**src/rtl/hcbp_ram.sv**
```systemverilog
// generic single-port-write, registered-read ram
module hcbp_ram #(
   parameter int WIDTH = 8,
   parameter int DEPTH = 16
) (
   input  logic                     clock,
   input  logic                     wr_en,
   input  logic [$clog2(DEPTH)-1:0] wr_addr,
   input  logic [WIDTH-1:0]         wr_data,
   input  logic                     rd_en,
   input  logic [$clog2(DEPTH)-1:0] rd_addr,
   output logic [WIDTH-1:0]         rd_data
);

   logic [WIDTH-1:0] mem_ff [DEPTH];
   logic [WIDTH-1:0] rd_data_ff;

   // write port and registered read port
   always_ff @(posedge clock) begin
      if (wr_en) begin
         mem_ff[wr_addr] <= wr_data;
      end
      if (rd_en) begin
         rd_data_ff <= mem_ff[rd_addr];
      end
   end

   assign rd_data = rd_data_ff;

endmodule

```
**config.mk**
```make
export PLATFORM = sky130hd
export DESIGN_NAME = hcbp_ram
export DESIGN_NICKNAME = d
export VERILOG_FILES = /design/src/rtl/hcbp_ram.sv
export SDC_FILE = /design/constraint.sdc
export NUM_CORES = 1
export LEC_CHECK = 0
export BUFFER_PORTS_ARGS = -buffer_cell sky130_fd_sc_hd__buf_4
export CAP_MARGIN = 10
export CORE_MARGIN = 1.5
export CORE_UTILIZATION = 65
export CTS_CLUSTER_DIAMETER = 80
export DETAILED_ROUTE_END_ITERATION = 8
export PLACE_DENSITY_LB_ADDON = 0.05
export SETUP_SLACK_MARGIN = 0.02
export SYNTH_ARGS = -nofsm -noshare
export SYNTH_HDL_FRONTEND = slang
export SYNTH_SLANG_ARGS = --single-unit
```
**constraint.sdc**
```tcl
create_clock -name clock -period 4.49 [get_ports clock]
set_input_delay 1.1225 -clock clock [delete_from_list [all_inputs] [get_ports clock]]
set_output_delay 1.1225 -clock clock [all_outputs]
set_load 0.05 [all_outputs]
```
==> metrics.md <==
| Metric | Value |
|---|---|
| Final ANT Viol Nets | 0 |
| Post-synth top cells | edfxtp_1, mux4_2, a22oi_1, mux4_1, nor2_1 |
| PostCTS Resize Cnt | 0 |
| Register-to-Register Setup Slack | 2.94 ns |
| Asr flop ratio synth | 0 |
| First-pass GRT wire length | 15.7 mm |
| Core area | 7770 um2 |
| Area leader, netlist | edfxtp_1 |
| Pwr Total | 3020 uW |
| Setup Fix Bufs, Post-CTS | 0 |
| Layout Nets | 287 |
| Pre-antenna DRT Iters | 5 |
| CP startpoint kind | input port |
| Post-route cell area | 6110 um2 |
| Clock Tree Buf Depth | 2 |
| Layout cells sized above 1 | 0.285 |
| Worst-Margin Slew | 0.795 ns |
| GP Congestion | 0.691 |
| Remaining DRCs | 0 |
| CTS buffer count | 17 |
| Crit. End Element | flip-flop |
| Post-Synthesis Cells | 229 |
| Post-DP Area | 5490 um2 |
| Site Rows | 32 |
| Mapped Area | 5230 um2 |
| DIE AREA | 8590 um2 |
| Worst Hold Class | flip-flop to flip-flop |
| Status | complete, no violations |
| Antenna violations before repair | 0 |
| Setup_tns | 0 ns |
| Ant. Diodes | 0 |
| Layout filler cell count | 406 |
| Req. time, crit path | 4.74 ns |
| Root Buffer | clkbuf_8 |
| Crit path DAT | 2.66 ns |
| Final core occ | 0.786 |
| Max-slew violations | 0 |
| CP Capture Point | rd_data[5]$_DFFE_PP_ |
| Worst vdd ir | 0.000345 V |
| Clock net sink count | 136 |
| RR Startpoint | mem_ff[1][5]$_DFFE_PP_ |
| CP Class | input port to flip-flop |
| Achievable Freq | 0.415 GHz |
| Syn_area_per_cell | 22.8 um2 |
| Syn-to-layout area delta | 16.8% |
| Hold Vio Cnt, Final | 0 |
| CTS tree | yes |
| Vias | 2488 |
| Primary FF master, synth | edfxtp_1 |
| Starting Density | 0.673 |
| Ports | 27 |
| Crit. Startpoint | rd_addr[0] |
| Overall routed net length | 10.5 mm |
| Ranking of synthesized cells by area | edfxtp_1, mux4_2, mux4_1, a22oi_1, nor2_1 |
| Post-CTS Hold Fix Bufs | 0 |
| Number of flops mapped to enable cells by yosys | 136 |
| CTS H-tree lvls | 4 |
| Seq/Total Area, Yosys | 0.781 |
| Global-route usage over all layers | 0.273 |
| Clk slew on worst S/H paths | 0.06 ns |
| Vias per Instance | 6.50 |
| LEAKAGE | 0.00204 uW |
| Syn Nets | 248 |
| DRT iter0 DRCs | 292 |
| Period Utilization, post-route | 0.537 |
| Max-slew headroom | 0.468 |
| Die H | 92.7 um |
| Clock Skew | 0.00958 ns |
| Distinct cells, synth | 18 |
| Largest net degree at the start of global routing | 33 |
| Global route overflow | 0 |
| Max-cap violations | 0 |
| Synth Register Bits | 136 |
| R2R depth | 3 |
| RSZ-0062 raised after global routing | no |
| Share of the synthesized area in the top cell type | 0.781 |
| Final HPWL DP | 5.79 mm |
| PwrDens | 494 nW/um2 |
| Vias in the first global route | 2577 |
| DR WL/cell | 27.4 um |
| Reg2Reg Capture Point | rd_data[5]$_DFFE_PP_ |
| PortBufs | 26 |
| Die Wd | 92.7 um |
| Ys Warns | 0 |
| Top-count cell post-synth | edfxtp_1 |
| Worst-skew pair later-pin latency | 0.51 ns |
| # setup viols final | 0 |
| CP max FO | 32 |
| Minimum clock period | 2.41 ns |
-- how the worst min path moves through the flow --
stage / endpoint / from / cells past startpoint
finish: rd_data[4]$_DFFE_PP_ / mem_ff[0][4]$_DFFE_PP_ / 3
global route: rd_data[3]$_DFFE_PP_ / mem_ff[8][3]$_DFFE_PP_ / 3
CTS: rd_data[4]$_DFFE_PP_ / mem_ff[0][4]$_DFFE_PP_ / 3
detailed placement: rd_data[6]$_DFFE_PP_ / mem_ff[2][6]$_DFFE_PP_ / 3
global placement: rd_data[2]$_DFFE_PP_ / mem_ff[11][2]$_DFFE_PP_ / 3
floorplan: rd_data[0]$_DFFE_PP_ / mem_ff[7][0]$_DFFE_PP_ / 3
-- kinds of logic (layout without fill, tap and decap cells) --
logic type / Yosys count / count (layout) / share of synthesized area
DFF: 136 / 136 / 0.781
and+or+nand+nor: 35 / 35 / 0.0314
muxes: 32 / 32 / 0.148
AOI/OAI and AO/OA: 16 / 16 / 0.0230
buffers and inverters: 10 / 62 / 0.0165
-- critical path: stages --
cell and delay (ns):
buf_4 0.46, mux4_1 0.64, a22oi_1 0.31, nand2_1 0.10
-- layout by cell type, fill, tap and decap left out, types with 3 or more instances in the layout --
cell type and count:
a22oi_1 16, buf_4 29, bufinv_16 4, clkbuf_16 16, clkinvlp_4 3, edfxtp_1 136
inv_6 3, mux4_1 14, mux4_2 18, nand2_1 9, nor2_1 13, nor3_1 4
-- power by group --
part           internal, uW  switching (uW)  total (uW)
clock network           904             517        1420
registers              1430            8.86        1440
logic                  58.2            98.8         157
total                  2390             624        3020
-- per-layer routing --
metal,routed length [um],up-vias,track usage
met1,4280,1289,0.393
met4,146,0,0.0884
met2,5450,125,0.439
li1,-,1058,-
met3,626,16,0.0468
met5,0,-,0
-- area by class of cell --
type                    count  area (um2)  share of cell area
clock buffers              17         414              0.0678
clock inverters            15         200              0.0328
multi-input cells          83        1060               0.173
well taps                 102         128              0.0209
flip-flops and latches    136        4080               0.669
repair buffers             30         223              0.0365
-- flip-flops by register name, summed over array words and instances, names as in the netlist --
register,cells
mem_ff,128
rd_data,8
-- through the flow --
step	std cells	hold WS (ns)	setup slack, ns
floorplan	229	0.705	1.87
detailed placement	350	0.753	1.52
global placement	350	0.738	1.56
finish	383	0.784	2.08
CTS	382	0.791	2.03
global route	383	0.818	1.96
(Power assumes the default switching activity.)
